`src/hdl/eida_pkg.sv`:
```
// ----------------------------------------------------------------------------
// eida_pkg: shared definitions for the entity id allocator
// Port widths, default sizes, operation and status codes, and the
// command/status bundles between the controller and the datapath.
// ----------------------------------------------------------------------------
package eida_pkg;

   // Fixed payload widths of the request, response and register ports
   localparam int OP_W        = 2;
   localparam int ENTITY_W    = 10;
   localparam int SIG_PORT_W  = 32;
   localparam int MEMB_W      = 4;
   localparam int LIVE_W      = 11;
   localparam int STATUS_W    = 2;
   localparam int CSR_DATA_W  = 32;

   // System mask registers on the register port
   localparam int NUM_MASK_REGS = 4;
   localparam int CSR_INDEX_W   = $clog2(NUM_MASK_REGS);

   // Default sizes
   localparam int DEF_CAPACITY       = 1024;
   localparam int DEF_SIGNATURE_BITS = 32;
   localparam int DEF_NUM_SYSTEMS    = 4;

   typedef enum logic [OP_W-1:0] {
      OP_CREATE  = 2'd0,
      OP_DESTROY = 2'd1,
      OP_SET_SIG = 2'd2,
      OP_GET_SIG = 2'd3
   } eida_op_type;

   typedef enum logic [STATUS_W-1:0] {
      STS_OK       = 2'd0,
      STS_NO_FREE  = 2'd1,
      STS_RANGE    = 2'd2,
      STS_NOT_LIVE = 2'd3
   } eida_status_type;

   // Controller to datapath
   typedef struct packed {
      logic clear_step;   // write one entry of the reset sweep
      logic accept;       // request transfer this cycle, launch first read
      logic fetch;        // free id is out, read its entity entry
      logic commit;       // update tables and load the response
   } eida_cmd_type;

   // Datapath to controller
   typedef struct packed {
      logic clear_last;   // sweep is at the last entry
      logic out_free;     // response register can take a result
   } eida_stat_type;

endpackage

```
`src/hdl/eida_ctrl.sv`:
```
// ----------------------------------------------------------------------------
// eida_ctrl: sequencer for the entity id allocator
// Runs the reset sweep, takes one request at a time and steps it through
// the table reads and the commit.
// ----------------------------------------------------------------------------
module eida_ctrl (
   input  logic                      clock,
   input  logic                      reset,
   input  logic                      req_valid,
   output logic                      req_ready,
   input  logic [eida_pkg::OP_W-1:0] req_operation,
   output eida_pkg::eida_cmd_type    cmd,
   input  eida_pkg::eida_stat_type   stat
);
   import eida_pkg::*;

   typedef enum logic [1:0] {
      S_CLEAR,
      S_IDLE,
      S_FETCH,
      S_LOOKUP
   } state_type;

   state_type state_ff, state_in;
   logic      accept;

   assign req_ready = (state_ff == S_IDLE);
   assign accept    = req_valid && req_ready;

   // Commands follow the current state
   always_comb begin
      cmd            = '0;
      cmd.clear_step = (state_ff == S_CLEAR);
      cmd.accept     = accept;
      cmd.fetch      = (state_ff == S_FETCH);
      cmd.commit     = (state_ff == S_LOOKUP) && stat.out_free;
   end

   // Next state: create takes the extra free-id read
   always_comb begin
      state_in = state_ff;
      case (state_ff)
         S_CLEAR: begin
            if (stat.clear_last) begin
               state_in = S_IDLE;
            end
         end
         S_IDLE: begin
            if (accept) begin
               if (eida_op_type'(req_operation) == OP_CREATE) begin
                  state_in = S_FETCH;
               end else begin
                  state_in = S_LOOKUP;
               end
            end
         end
         S_FETCH: begin
            state_in = S_LOOKUP;
         end
         S_LOOKUP: begin
            if (stat.out_free) begin
               state_in = S_IDLE;
            end
         end
         default: begin
            state_in = S_CLEAR;
         end
      endcase
   end

   always_ff @(posedge clock) begin
      if (reset) begin
         state_ff <= S_CLEAR;
      end else begin
         state_ff <= state_in;
      end
   end

endmodule

```
`config.mk`:
```
export PLATFORM = sky130hd
export DESIGN_NAME = eida_ctrl
export DESIGN_NICKNAME = d
export VERILOG_FILES = /design/src/hdl/eida_pkg.sv /design/src/hdl/eida_ctrl.sv
export SDC_FILE = /design/constraint.sdc
export NUM_CORES = 1
export LEC_CHECK = 0
export ABC_AREA = 1
export BUFFER_PORTS_ARGS = -buffer_cell sky130_fd_sc_hd__buf_4
export CAP_MARGIN = 15
export CORE_AREA = 2 2 39 41
export DETAILED_ROUTE_END_ITERATION = 8
export DIE_AREA = 0 0 41 43
export SYNTH_ARGS = -nofsm -noshare
export SYNTH_HDL_FRONTEND = slang
export SYNTH_SLANG_ARGS = --single-unit
```
`constraint.sdc`:
```
create_clock -name clock -period 1.5 [get_ports clock]
set_input_delay 0.225 -clock clock [delete_from_list [all_inputs] [get_ports clock]]
set_output_delay 0.225 -clock clock [all_outputs]
set_load 0.05 [all_outputs]
```
Word level (Yosys, flattened, before mapping)
Index checks and enable logic that the tools add are counted.
{"block": "totals", "reg_bits": 2, "out_inout_bits": 5}
{"block": "op_classes", "eq_ne": 6, "n_mux": 5, "reduce_logical": 5}
{"op": "2-bit case mux with 4 select lines", "n": 1}
{"op": "2-bit two-way mux", "n": 3}
{"op": "2-bit == test, second input constant", "n": 2}
{"op": "2-bit logical NOT", "n": 2}
{"op": "2-bit by 1-bit != test with 1-bit output, second input constant", "n": 2}
{"op": "3-bit AND reduction", "n": 1}
{"op": "2-bit by 1-bit == test with 1-bit output, second input constant", "n": 1}
{"op": "1-bit logical AND", "n": 2}
{"op": "2-bit != test, second input constant", "n": 1}
{"op": "1-bit two-way mux", "n": 1}

Longest topological paths before layout
{"block": "depth", "word_depth": 4, "mapped_depth": 7, "mapped_depth_nobuf": 7}

Worst setup path before layout
OpenSTA, ideal clock, no wires.
{"block": "synth_timing", "path_kind": "flip-flop to output port", "from": "register state_ff[1]", "to": "output port cmd[2] (netlist name)", "arrival_ps": 1229, "path_slack_ps": 46, "stages_incl_launch_ff": 6, "n_path_buf": 1, "path_cell_list": "dfxtp_1 > inv_1 > ha_1 > nand2_1 > inv_1 > buf_4"}
{"block": "synth_between", "elab_chain_len": 2}
{"element": "start, declared", "line": "eida_ctrl.sv:24", "source": "state_type state_ff, state_in;"}
{"element": "start signal, assigned", "line": "eida_ctrl.sv:75", "source": "state_ff <= state_in;"}
{"element": "2-bit by 1-bit == test with 1-bit output", "line": "eida_ctrl.sv:27", "source": "assign req_ready = (state_ff == S_IDLE);"}
{"element": "via req_ready", "line": "eida_ctrl.sv:10", "source": "output logic req_ready,"}
{"element": "1-bit logical AND", "line": "eida_ctrl.sv:28", "source": "assign accept = req_valid && req_ready;"}
{"element": "end, declared", "line": "eida_ctrl.sv:12", "source": "output eida_pkg::eida_cmd_type cmd,"}
The timed path passes the listed nets, and every way through them passes these cells.

==> out/results.ini <==
[run_status]
outcome = finished clean

[drt]
routed_via_density = 3.567
drt-pass1-iter-count = 2
drt_drc_violations_left = 0
wl_per_cell_um = 6.983
via_count = 214
finalWirelength_um = 419
drt_iter0_markers = 5
ant_nets = 0

[cts]
cts_sinks = 2
ctsHoldBuffers = 0
clkTransAtPathRegs_ps = 30
cts-buffers-inserted = 3
cts_setup_buffers = 0
cts_tree = built
cts_buffer_depth = 2
clock_latency_ps = 220
root_buffer = clkbuf_4
htreeDepth = 1
ctsResizeCount = 0

[sta]
fin_crit_sh_pct = 92.69
slew-limit-headroom_pct = 91.36
setup_viol = 0
final-hold-violation-count = 0
fmax_mhz = 719.3
layout_setup_ws_ps = 109.7
period_needed_ps = 1390
max_slew.worst_pin.slew_ps = 128.3
finalClockSkew_ps = 3.483
rsz0062_at_grt = no
setup_tns_ps = 0
finalMaxSlewViolations = 0

[critical_path]
crit_path_start_kind = flip-flop
rr_worst_depth = 6
crit_buf_inv = 3
r2r_slack_ps = 340
rr_startpoint = state_ff[1]
worstSetupPathType = flip-flop to output pin
cp_max_fo = 4
required_ps = 1270
path_cells = inv_1, ha_1, nand2_1, inv_1, buf_4
critical_path.slowest_cell = dfxtp_1
endpoint_kind = output pin
rr_endpoint = state_ff[0]
crit_arrival_ps = 1170
max_stage_delay_ps = 370
cpLargestDelayFamily = flip-flops
path_common_cell = inv_1

[global_route]
grt.overflow.total = 0
grt_pass1_wl_um = 759
antenna_found_initial = 0
grt_usage_pct = 6.707
grt_pass1_vias = 228
grt_max_degree = 5

[die]
die_w_um = 41
start_util_pct = 14.92
io_pins = 12
rows = 14
die_h_um = 43
die-area_um2 = 1763
coreArea_um2 = 1384

[finish]
antennaDiodeCount = 0
final_nets = 57
top_register = state_ff
reg_top3 = state_ff (2)
post-route-util_pct = 23.42
layout.cells.most_common = buf_4
drive_above_1_share_pct = 40.91
fin_area_um2 = 324.1
layout_common_cells = buf_4, inv_1, nand2_1, ha_1
largest_reg_flops = 2
syn2layout_area_growth_pct = 56.97

[synth]
yosysWarningCount = 0
syn-instance-count = 31
synthesis.nets = 42
synth_area_per_cell_um2 = 6.660
synth-seq-cells = 2
synth_area_um2 = 206.4
synthDistinctLibCells = 11
ys_seq_area_share_pct = 19.39

[job]
drv_cap = 0

[min_path]
hold_path_end = state_ff[1]
min_path_cells = 2
hold_path.class = input pin to flip-flop
min-delay-start = reset

[placed_design]
place.gp.congestion = 0.6311
port_buffers = 11
dp_hpwl_um = 362.7
dp_slack_ps = 320.9
placed_area_um2 = 301.5

[pwr]
power.total_mw = 0.7303
p_leak_nw = 0.1988
power_density_nw_per_um2 = 2254
ir_drop_v = 0.0005010

cell type report:
cell class / count / area, um2
flip-flops and latches: 2 / 40.04
well taps: 16 / 20.02
repair buffers: 11 / 82.58
clock buffers: 3 / 22.52
fillers: 158 / 1060
multi-input cells: 19 / 125.1
inverters: 9 / 33.78
cells by family (layout without fill, tap and decap cells):
logic type,count (synthesis),in the layout,synth area share [%]
flops,2,2,19.39
buf+inv,10,23,20.00
fa+ha+maj,4,4,24.24
compound gates,2,2,4.844
simple gates,13,13,31.52
through the flow:
step                hold slack [ps]  std cells
global route                  174.5         60
detailed placement            397.0         57
global placement              396.0         57
CTS                           164.5         60
floorplan                     294.1         31
finish                        168.5         60
where the power goes:
part	internal, mW	switching (mW)
logic	0.166	0.344
clock network	0.0880	0.0283
registers	0.0798	0.0239
per-layer routing:
| layer | vias to the layer above | part of all wire [%] | track usage (%) |
|---|---|---|---|
| met1 | 94 | 37 | 6.051 |
| met4 | 0 | 0 | 6.000 |
| li1 | 116 | - | - |
| met3 | 0 | 4.8 | 3.141 |
| met2 | 4 | 58 | 10.31 |
| met5 | - | 0 | 0 |
synthesized netlist by cell type:
cell type	number	area (um2)
inv_1	9	33.78
nand2_1	6	22.52
ha_1	4	50.05
nand2_2	3	18.77
dfxtp_1	2	40.04
nor2_1	2	7.510
a21oi_1	1	5.000
buf_4	1	7.510
nand3_2	1	10.01
nand4_1	1	6.260
o21ai_0	1	5.000
how the worst max path moves through the flow:
stage	cells past startpoint	to	from	slack, ps
final	5	cmd[2]	state_ff[1]	110
after detailed placement	5	cmd[2]	state_ff[1]	320
after global placement	5	cmd[2]	state_ff[1]	340
after global routing	5	cmd[2]	state_ff[1]	3
after floorplan	5	cmd[2]	state_ff[1]	50
after CTS	5	cmd[2]	state_ff[1]	90
Note: power is estimated with default switching activity, not from simulation.
